===== src/tcw_pkg.sv =====
`timescale 1ns / 1ps
// ----------------------------------------------------------------------------
// Text console writer package
// Shared types and constants for the console front end, queue and executor.
// ----------------------------------------------------------------------------
package tcw_pkg;

	localparam int MAX_ROWS   = 32;
	localparam int MAX_COLS   = 128;
	localparam int CELL_COUNT = MAX_ROWS * MAX_COLS;
	localparam int ADDR_W     = $clog2(CELL_COUNT);
	localparam int PTR_W      = ADDR_W + 1;
	localparam int ROW_W      = 5;
	localparam int COL_W      = 8;
	localparam int RCFG_W     = 6;
	localparam int CFG_IDX_W  = 2;
	localparam int CFG_DATA_W = 8;

	localparam logic [7:0]  TEXT_ATTR       = 8'h07;
	localparam logic [7:0]  FIRST_PRINTABLE = 8'h20;
	localparam logic [7:0]  CH_LF           = 8'h0A;
	localparam logic [7:0]  CH_CR           = 8'h0D;
	localparam logic [7:0]  CH_TAB          = 8'h09;
	localparam logic [8:0]  TAB_MASK        = ~9'h007;

	// Input action codes
	localparam logic [1:0] ACT_PUT   = 2'd0;
	localparam logic [1:0] ACT_CLEAR = 2'd1;
	localparam logic [1:0] ACT_READ  = 2'd2;

	// Configuration register indexes
	localparam logic [CFG_IDX_W-1:0] REG_ROWS = 2'd0;
	localparam logic [CFG_IDX_W-1:0] REG_COLS = 2'd1;

	localparam logic [RCFG_W-1:0] ROWS_RESET = 6'd25;
	localparam logic [COL_W-1:0]  COLS_RESET = 8'd80;

	typedef enum logic [2:0] {
		OP_NOP,
		OP_CLEAR,
		OP_READ,
		OP_LF,
		OP_CR,
		OP_TAB,
		OP_PRINT,
		OP_IGNORE
	} op_kind_t;

	typedef struct packed {
		op_kind_t          kind;
		logic [7:0]        char_byte;
		logic [ADDR_W-1:0] read_index;
	} op_t;

	typedef struct packed {
		logic valid;
		op_t  op;
	} queue_head_t;

endpackage


===== src/tcw_in_if.sv =====
`timescale 1ns / 1ps
// ----------------------------------------------------------------------------
// Console input channel
// Valid/ready channel carrying one console action.
// ----------------------------------------------------------------------------
interface tcw_in_if;
	logic        valid;
	logic        ready;
	logic [1:0]  action;
	logic [7:0]  char_byte;
	logic [11:0] read_index;

	modport source (output valid, output action, output char_byte, output read_index,
		input ready);
	modport sink (input valid, input action, input char_byte, input read_index,
		output ready);
endinterface


===== src/tcw_queue.sv =====
`timescale 1ns / 1ps
// ----------------------------------------------------------------------------
// Console operation queue
// Two-entry queue between the classifier and the executor.
// ----------------------------------------------------------------------------
module tcw_queue
	import tcw_pkg::*;
(
	input  logic        clk,
	input  logic        arst_n,
	input  logic        push,
	input  op_t         push_op,
	output logic        full,
	input  logic        pop,
	output queue_head_t head
);

	op_t        ent_q [2];
	logic       wr_q;
	logic       rd_q;
	logic [1:0] cnt_q;

	assign full       = (cnt_q == 2'd2);
	assign head.valid = (cnt_q != 2'd0);
	assign head.op    = ent_q[rd_q];

	// Store pushed entries
	always_ff @(posedge clk) begin
		if (push) begin
			ent_q[wr_q] <= push_op;
		end
	end

	// Advance pointers and count
	always_ff @(posedge clk or negedge arst_n) begin
		if (!arst_n) begin
			wr_q  <= 1'b0;
			rd_q  <= 1'b0;
			cnt_q <= 2'd0;
		end else begin
			if (push) begin
				wr_q <= ~wr_q;
			end
			if (pop) begin
				rd_q <= ~rd_q;
			end
			cnt_q <= cnt_q + {1'b0, push} - {1'b0, pop};
		end
	end

endmodule


===== src/tcw_front.sv =====
`timescale 1ns / 1ps
// ----------------------------------------------------------------------------
// Console front end
// Accepts input transfers, classifies each into an operation and queues it.
// ----------------------------------------------------------------------------
module tcw_front
	import tcw_pkg::*;
(
	input  logic        clk,
	input  logic        arst_n,
	tcw_in_if.sink      in_ch,
	input  logic        busy,
	input  logic        pop,
	output queue_head_t head
);

	op_t  cls_op;
	logic full;
	logic push;

	assign in_ch.ready = !full && !busy;
	assign push        = in_ch.valid && in_ch.ready;

	// Classify the action and character
	always_comb begin
		cls_op.char_byte  = in_ch.char_byte;
		cls_op.read_index = in_ch.read_index;
		unique case (in_ch.action)
			ACT_PUT: begin
				priority if (in_ch.char_byte == CH_LF) cls_op.kind = OP_LF;
				else if (in_ch.char_byte == CH_CR) cls_op.kind = OP_CR;
				else if (in_ch.char_byte == CH_TAB) cls_op.kind = OP_TAB;
				else if (in_ch.char_byte >= FIRST_PRINTABLE) cls_op.kind = OP_PRINT;
				else cls_op.kind = OP_IGNORE;
			end
			ACT_CLEAR: cls_op.kind = OP_CLEAR;
			ACT_READ:  cls_op.kind = OP_READ;
			default:   cls_op.kind = OP_NOP;
		endcase
	end

	tcw_queue u_queue (
		.clk     (clk),
		.arst_n  (arst_n),
		.push    (push),
		.push_op (cls_op),
		.full    (full),
		.pop     (pop),
		.head    (head)
	);

endmodule


===== src/flat_wrapper.sv =====
// flat-port wrapper written by rule: the top's interface ports become plain ports
module tcw_front_flat import tcw_pkg::*;
  (clk, arst_n, busy, pop, head, in_ch_valid, in_ch_action, in_ch_char_byte, in_ch_read_index, in_ch_ready);
  tcw_in_if in_ch_i ();
  input  logic clk;
  input  logic arst_n;
  input  logic busy;
  input  logic pop;
  output queue_head_t head;
  input wire logic [$bits(in_ch_i.valid)-1:0] in_ch_valid;
  input wire logic [$bits(in_ch_i.action)-1:0] in_ch_action;
  input wire logic [$bits(in_ch_i.char_byte)-1:0] in_ch_char_byte;
  input wire logic [$bits(in_ch_i.read_index)-1:0] in_ch_read_index;
  output wire logic [$bits(in_ch_i.ready)-1:0] in_ch_ready;
  assign in_ch_i.valid = in_ch_valid;
  assign in_ch_i.action = in_ch_action;
  assign in_ch_i.char_byte = in_ch_char_byte;
  assign in_ch_i.read_index = in_ch_read_index;
  assign in_ch_ready = in_ch_i.ready;
  tcw_front u_core (.clk(clk), .arst_n(arst_n), .in_ch(in_ch_i), .busy(busy), .pop(pop), .head(head));
endmodule

===== config.mk =====
export PLATFORM = sky130hd
export DESIGN_NAME = tcw_front_flat
export DESIGN_NICKNAME = d
export VERILOG_FILES = /design/src/tcw_pkg.sv /design/src/tcw_in_if.sv /design/src/tcw_queue.sv /design/src/tcw_front.sv /design/src/flat_wrapper.sv
export SDC_FILE = /design/constraint.sdc
export NUM_CORES = 1
export LEC_CHECK = 0
export BUFFER_PORTS_ARGS = -buffer_cell sky130_fd_sc_hd__buf_2
export CORE_ASPECT_RATIO = 0.5
export CORE_MARGIN = 2
export CORE_UTILIZATION = 40
export CTS_CLUSTER_DIAMETER = 80
export DETAILED_ROUTE_END_ITERATION = 16
export MAX_ROUTING_LAYER = met4
export PLACE_DENSITY_LB_ADDON = 0.12
export SETUP_SLACK_MARGIN = 0.4
export SLEW_MARGIN = 15
export SYNTH_ARGS = -nofsm -noshare
export SYNTH_HDL_FRONTEND = slang
export SYNTH_SLANG_ARGS = --single-unit

===== constraint.sdc =====
create_clock -name clk -period 3.2 [get_ports clk]
set_clock_uncertainty 0.15 [all_clocks]
set_input_delay 0.16 -clock clk [delete_from_list [all_inputs] [get_ports clk]]
set_output_delay 0.16 -clock clk [all_outputs]
set_load 0.05 [all_outputs]

==> results of run 1 <==
-- power by group --
| group | leakage, nW | internal [mW] | switching, mW |
|---|---|---|---|
| logic | 0.561 | 0.325 | 0.626 |
| clock network | 0.0450 | 0.152 | 0.196 |
| registers | 0.467 | 0.823 | 0.0479 |
| total | 1.07 | 1.30 | 0.870 |
-- worst max-delay path, delay by kind of cell, from the launching register on --
| family | cells | cell delay (ns) |
|---|---|---|
| buffers and inverters | 2 | 0.60 |
| DFF | 1 | 0.49 |
| muxes | 1 | 0.38 |
-- flip-flops by register name, summed over array words and instances (netlist names) --
signal                cells
u_core.u_queue.cnt_q      2
u_core.u_queue.rd_q       1
u_core.u_queue.ent_q     46
u_core.u_queue.wr_q       1
-- synthesized netlist by cell type (all sizes together) --
library cell  number
nor3               3
a311oi             1
buf                3
dfrtp              4
o211ai             1
inv                5
and3               1
nor4bb             1
nor2               3
nand2              1
ha                 2
xnor2              3
xor2               1
mux2              23
a21oi              2
nand4bb            1
edfxtp            46
-- worst max-delay path by stage --
stage,start,to,slack [ns],cells past startpoint
4_1_cts,u_core.u_queue.rd_q,head[0],1.08,3
5_1_grt,u_core.u_queue.rd_q,head[22],1.02,3
3_3_place_gp,u_core.u_queue.rd_q,head[22],1.45,3
3_5_place_dp,u_core.u_queue.rd_q,head[0],1.42,3
2_1_floorplan,u_core.u_queue.cnt_q[0],u_core.u_queue.ent_q[1][0],0.67,3
6_report,u_core.u_queue.rd_q,head[0],1.12,3
-- repair_timing --
action | CTS | global route
endpoints found under the hold margin | 45 | 0
gates resized for setup | 0 | 0
hold buffers | 22 | 0
-- placed cells by master (no fill, tap or decap), drive strengths merged, types with 3 or more instances in the layout --
cell	count
nor3	3
clkbuf	6
buf	54
nor2	3
inv	5
mux2	23
edfxtp	46
xnor2	3
dlygate4sd3	22
dfrtp	4
-- per-stage QoR --
stage                     hold WS [ns]  utilization
final                           0.0205        0.540
after floorplan                 -0.286            -
after detailed placement        -0.176        0.478
after global routing            0.0393        0.540
after global placement          -0.170        0.478
after CTS                       0.0101        0.540
-- area by class of cell --
cell class	instances	share of cell area
Clock buffer	6	0.0274
Clock inverter	2	0.00378
Inverter	5	0.00708
Multi-Input combinational cell	43	0.182
Sequential cell	50	0.559
Tap cell	70	0.0331
Timing Repair Buffer	76	0.188
-- kinds of logic (layout without fill, tap and decap cells) --
| kind of cell | Yosys count | count (layout) | share of synthesized area |
|---|---|---|---|
| xor gates and xnor gates | 4 | 4 | 0.0173 |
| adders and majority gates | 2 | 2 | 0.0123 |
| AOI/OAI and AO/OA | 4 | 4 | 0.0154 |
| buffers and inverters | 8 | 89 | 0.0345 |
| and+or+nand+nor | 10 | 10 | 0.0283 |
| DFF | 50 | 50 | 0.730 |
| muxes | 23 | 23 | 0.163 |
-- per-layer routing --
metal	routed length (um)	track usage	up-vias
met5	0	-	-
met4	60	0.0733	0
met3	173	0.0417	7
met2	1620	0.224	29
met1	1500	0.139	533
li1	-	-	542
==> flow_metrics.tcl, run 1 <==
set metrics [dict create \
    drive_gt1_frac 0.473 \
    crit_fanout 20 \
    cp-end-kind "primary output" \
    crit_type "register to primary output" \
    fill_cells 427 \
    synth_area_leader_cell "edfxtp_1" \
    worstPathArrival_ns 1.77 \
    start_kind "register" \
    finalCritPeriodShare 0.651 \
    synth_seq_area_share 0.730 \
    ios 52 \
    yosysTopAreaCellShare 0.680 \
    finalWirelength_um 3360 \
    fp-row-count 18 \
    maxCapViolCount 0 \
    dp_hpwl_um 2220 \
    worstMarginPinSlew_ns 0.381 \
    min_to "u_core.u_queue.wr_q" \
    clockBufferDepth 2 \
    num_vias 1111 \
    yosys_warnings 0 \
    power-per-cell-area_nw_per_um2 819 \
    drv_slew 0 \
    drt_pass1_iterations 3 \
    root_buffer "clkbuf_8" \
    synth_seq_cells 50 \
    postCtsSetupRepairBufs 0 \
    grt_pass1_wl_um 5110 \
    drc 0 \
    antenna_found_initial 0 \
    hold_start "in_ch_valid" \
    finalNonFillerCells 252 \
    hp-class "primary input to register" \
    synth_area_leaders "edfxtp_1 68%, mux2_4 14%, dfrtp_1 4.9%, mux2_2 2.2%, buf_12 2.0%" \
    syn_nets 130 \
    ant_nets 0 \
    diodes 0 \
    die_y_um 54.4 \
    fmax_mhz 480 \
    clock_latency_ns 0.29 \
    leakage_nw 1.07 \
    dpl_cell_area_um2 2350 \
    numPortBuffers 51 \
    max_slew_margin 0.744 \
    r2r_end "u_core.u_queue.cnt_q[1]" \
    reg2reg_setup_slack_ns 1.53 \
    htreeDepth 2 \
    path_cells "buf_4 -> mux2_2 -> buf_2" \
    hold_viol 0 \
    synth_area_per_cell_um2 20.1 \
    grt_max_degree 24 \
    rsz0062_at_grt "no" \
    die_x_um 105 \
    place_inst 222 \
    start_util 0.414 \
    cts_tree "built" \
    whs_path_depth 3 \
    critical_path_required_ns 2.89 \
    fin_area_um2 2650 \
    slowest_stage "dfrtp_1" \
    wl_per_cell_um 13.3 \
    clock-sinks 50 \
    finalSetupViolations 0 \
    clkSlewWorstSetupHoldPaths_ns 0.09 \
    viasPerCell 4.41 \
    multi_input_area_um2 482 \
    drt-initial-drc-count 42 \
    setup_slack_ns 1.12 \
    pre_cts_slack_ns 1.42 \
    syn_inst 101 \
    seqCellArea_um2 1480 \
    grtUsageTotal 0.130 \
    fin_setup_tns_ns 0 \
    numCtsBuffers 5 \
    cpPeakStageDelay_ns 0.49 \
    post-route-min-period_ns 2.08 \
    status "complete, no violations" \
    dieArea_um2 5700 \
    synth.distinct_cells 19 \
    syn_to_final_growth_pct 30.5 \
    final_nets 210 \
    grt_pass1_vias 1110 \
    place.gp.congestion 0.666 \
    r2r_cells 7 \
    max-vdd-ir-drop_uv 396 \
    synth.cell_area_um2 2030 \
    r2r-start "u_core.u_queue.cnt_q[1]" \
    grt_overflow 0 \
    power_mw 2.17 \
    core_area_um2 4910 \
]
Note: power is estimated with default switching activity, not from simulation.
==> inputs of run 2 (changes only) <==
- clock period: 3.2 -> 1.9 ns (I/O delays scaled with it)
==> run 2 against run 1 <==
  * Global-route usage increased by 3.3 points
  * Total power up 110%
  * Largest power group unchanged
  * Via count increased by 9.6%
  * Hold slack improved by 0.085 ns
  * Critical endpoint is now head[12]
  * Count of clock-buffer cells in the layout fell by 1
  * Die area unchanged
  * Flip-flop and latch count did not move
  * Critical path depth unchanged
==> flow_metrics.tcl, run 2 (synthesized netlist as in run 1, its figures left out) <==
set metrics [dict create \
    core_area_um2 4910 \
    syn_to_final_growth_pct 52.0 \
    cpPeakStageDelay_ns 0.49 \
    rsz0062_at_grt "yes" \
    startpoint "u_core.u_queue.rd_q" \
    grt_max_degree 24 \
    setup_slack_ns 0.208 \
    slowest_stage "dfrtp_2" \
    drt_pass1_iterations 4 \
    fp-row-count 18 \
    viasPerCell 4.58 \
    layout_commonest_cell "edfxtp_1" \
    hp-class "primary input to register" \
    p_seq_frac 0.331 \
    numCtsBuffers 5 \
    clkPwrFrac 0.163 \
    switchingPower_mw 1.72 \
    die_y_um 54.4 \
    max_slew_margin 0.757 \
    root_buffer "clkbuf_8" \
    drt-initial-drc-count 32 \
    reg_top3 "u_core.u_queue.ent_q (46), u_core.u_queue.cnt_q (2)" \
    dpl_cell_area_um2 2390 \
    fin_area_um2 3090 \
    numPortBuffers 51 \
    cp-end-kind "primary output" \
    power_switching_share 0.377 \
    htreeDepth 2 \
    num_vias 1218 \
    start_util 0.414 \
    ios 52 \
    worstMarginPinSlew_ns 0.365 \
    diodes 0 \
    grt_pass1_vias 1298 \
    critPathTopFamily "flip-flops" \
    drive_gt1_frac 0.531 \
    mostFrequentLayoutCells "46 x edfxtp_1, 27 x buf_2, 25 x dlygate4sd3_1" \
    critical_path_required_ns 1.65 \
    finish.utilization 0.629 \
    clock-sinks 50 \
    crit_fanout 6 \
    finalCritPeriodShare 0.891 \
    drv_slew 0 \
    p_int_mw 2.84 \
    grt_pass1_wl_um 6420 \
    dieArea_um2 5700 \
    power-per-cell-area_nw_per_um2 1480 \
    crit_type "register to primary output" \
    pre_cts_slack_ns 0.124 \
    clockBufferDepth 2 \
    cts_tree "built" \
    grt_overflow 0 \
    critPathBufInv 2 \
    path_cells "clkbuf_16 -> mux2_4 -> buf_8" \
    final_nets 224 \
    max-vdd-ir-drop_uv 724 \
    hold_start "in_ch_char_byte[5]" \
    worstPathArrival_ns 1.45 \
    maxCapViolCount 0 \
    grtUsageTotal 0.162 \
    post-route-min-period_ns 1.69 \
    finalWirelength_um 4230 \
    status "complete, no violations" \
    clock_latency_ns 0.30 \
    dp_hpwl_um 2240 \
    fmax_mhz 591 \
    die_x_um 105 \
    finalSetupViolations 0 \
    antenna_found_initial 0 \
    ant_nets 0 \
    drc 0 \
    power_frac_comb 0.506 \
    r2r-start "u_core.u_queue.cnt_q[1]" \
    place.gp.congestion 0.711 \
    leakage_nw 1.24 \
    wl_per_cell_um 15.9 \
    max_flop_register "u_core.u_queue.ent_q" \
    timing.hold.ws_ns 0.106 \
    clkSlewWorstSetupHoldPaths_ns 0.09 \
    largest_reg_flops 46 \
    hold_viol 0 \
    fin_setup_tns_ns 0 \
    start_kind "register" \
    fill_cells 365 \
]
-- run 2: changes by cell type in the layout (fill, tap and decap cells not counted), sizes merged --
cell / change
and3: +3
dlygate4sd3: +3
clkinv: -1
inv: +1
bufinv: +1
buf: +7
-- run 2: area by class of cell --
class | count | area [um2] | share of cell area
multi-input cells | 46 | 573 | 0.186
clock buffers | 5 | 68.8 | 0.0223
repair buffers | 87 | 811 | 0.263
clock inverters | 3 | 42.5 | 0.0138
flip-flops and latches | 50 | 1480 | 0.480
inverters | 5 | 21.3 | 0.00689
well taps | 70 | 87.6 | 0.0284
-- run 2: worst min-delay path: stages --
cell	delay (ns)
buf_2	0.10
nor3_2	0.06
a21oi_1	0.17
-- run 2: timing repair --
action	CTS	global route
cloned	4	0
gates resized for setup	66	9
hold endpoints to repair	51	0
buffers inserted	2	4
endpoints found under the setup margin	48	51
pin swaps	3	4
hold buffers	25	0
-- run 2: power groups by stage --
stage          logic (mW)  clock network (mW)  registers, mW
2_1_floorplan        1.44                   0           1.47
3_5_place_dp         1.67                   0           1.49
5_1_grt              2.41               0.812           1.52
6_report             2.31               0.744           1.51
3_3_place_gp         1.67                   0           1.48
4_1_cts              2.21               0.769           1.51
-- run 2: path summary, 6_finish.rpt --
kind	end	slack, ns	depth (start not counted)
max	head[12]	0.21	3
min	u_core.u_queue.ent_q[0][21]	0.11	3
max reg2reg	u_core.u_queue.cnt_q[1]	0.26	7
min reg2reg	u_core.u_queue.cnt_q[1]	0.49	2
max in group asynchronous	u_core.u_queue.rd_q	0.85	3
min in group asynchronous	u_core.u_queue.wr_q	0.54	3
-- run 2: metal layers --
layer,vias up,share of wire,global-route usage
li1,579,-,-
met1,600,0.44,0.180
met2,29,0.51,0.291
met3,10,0.048,0.0488
met4,0,0.011,0.0600
met5,-,0,-
-- run 2: per-stage QoR --
step,std cells,power (mW)
2_1_floorplan,101,2.91
3_5_place_dp,223,3.16
4_1_cts,262,4.49
5_1_grt,266,4.74
6_report,266,4.55
3_3_place_gp,223,3.15
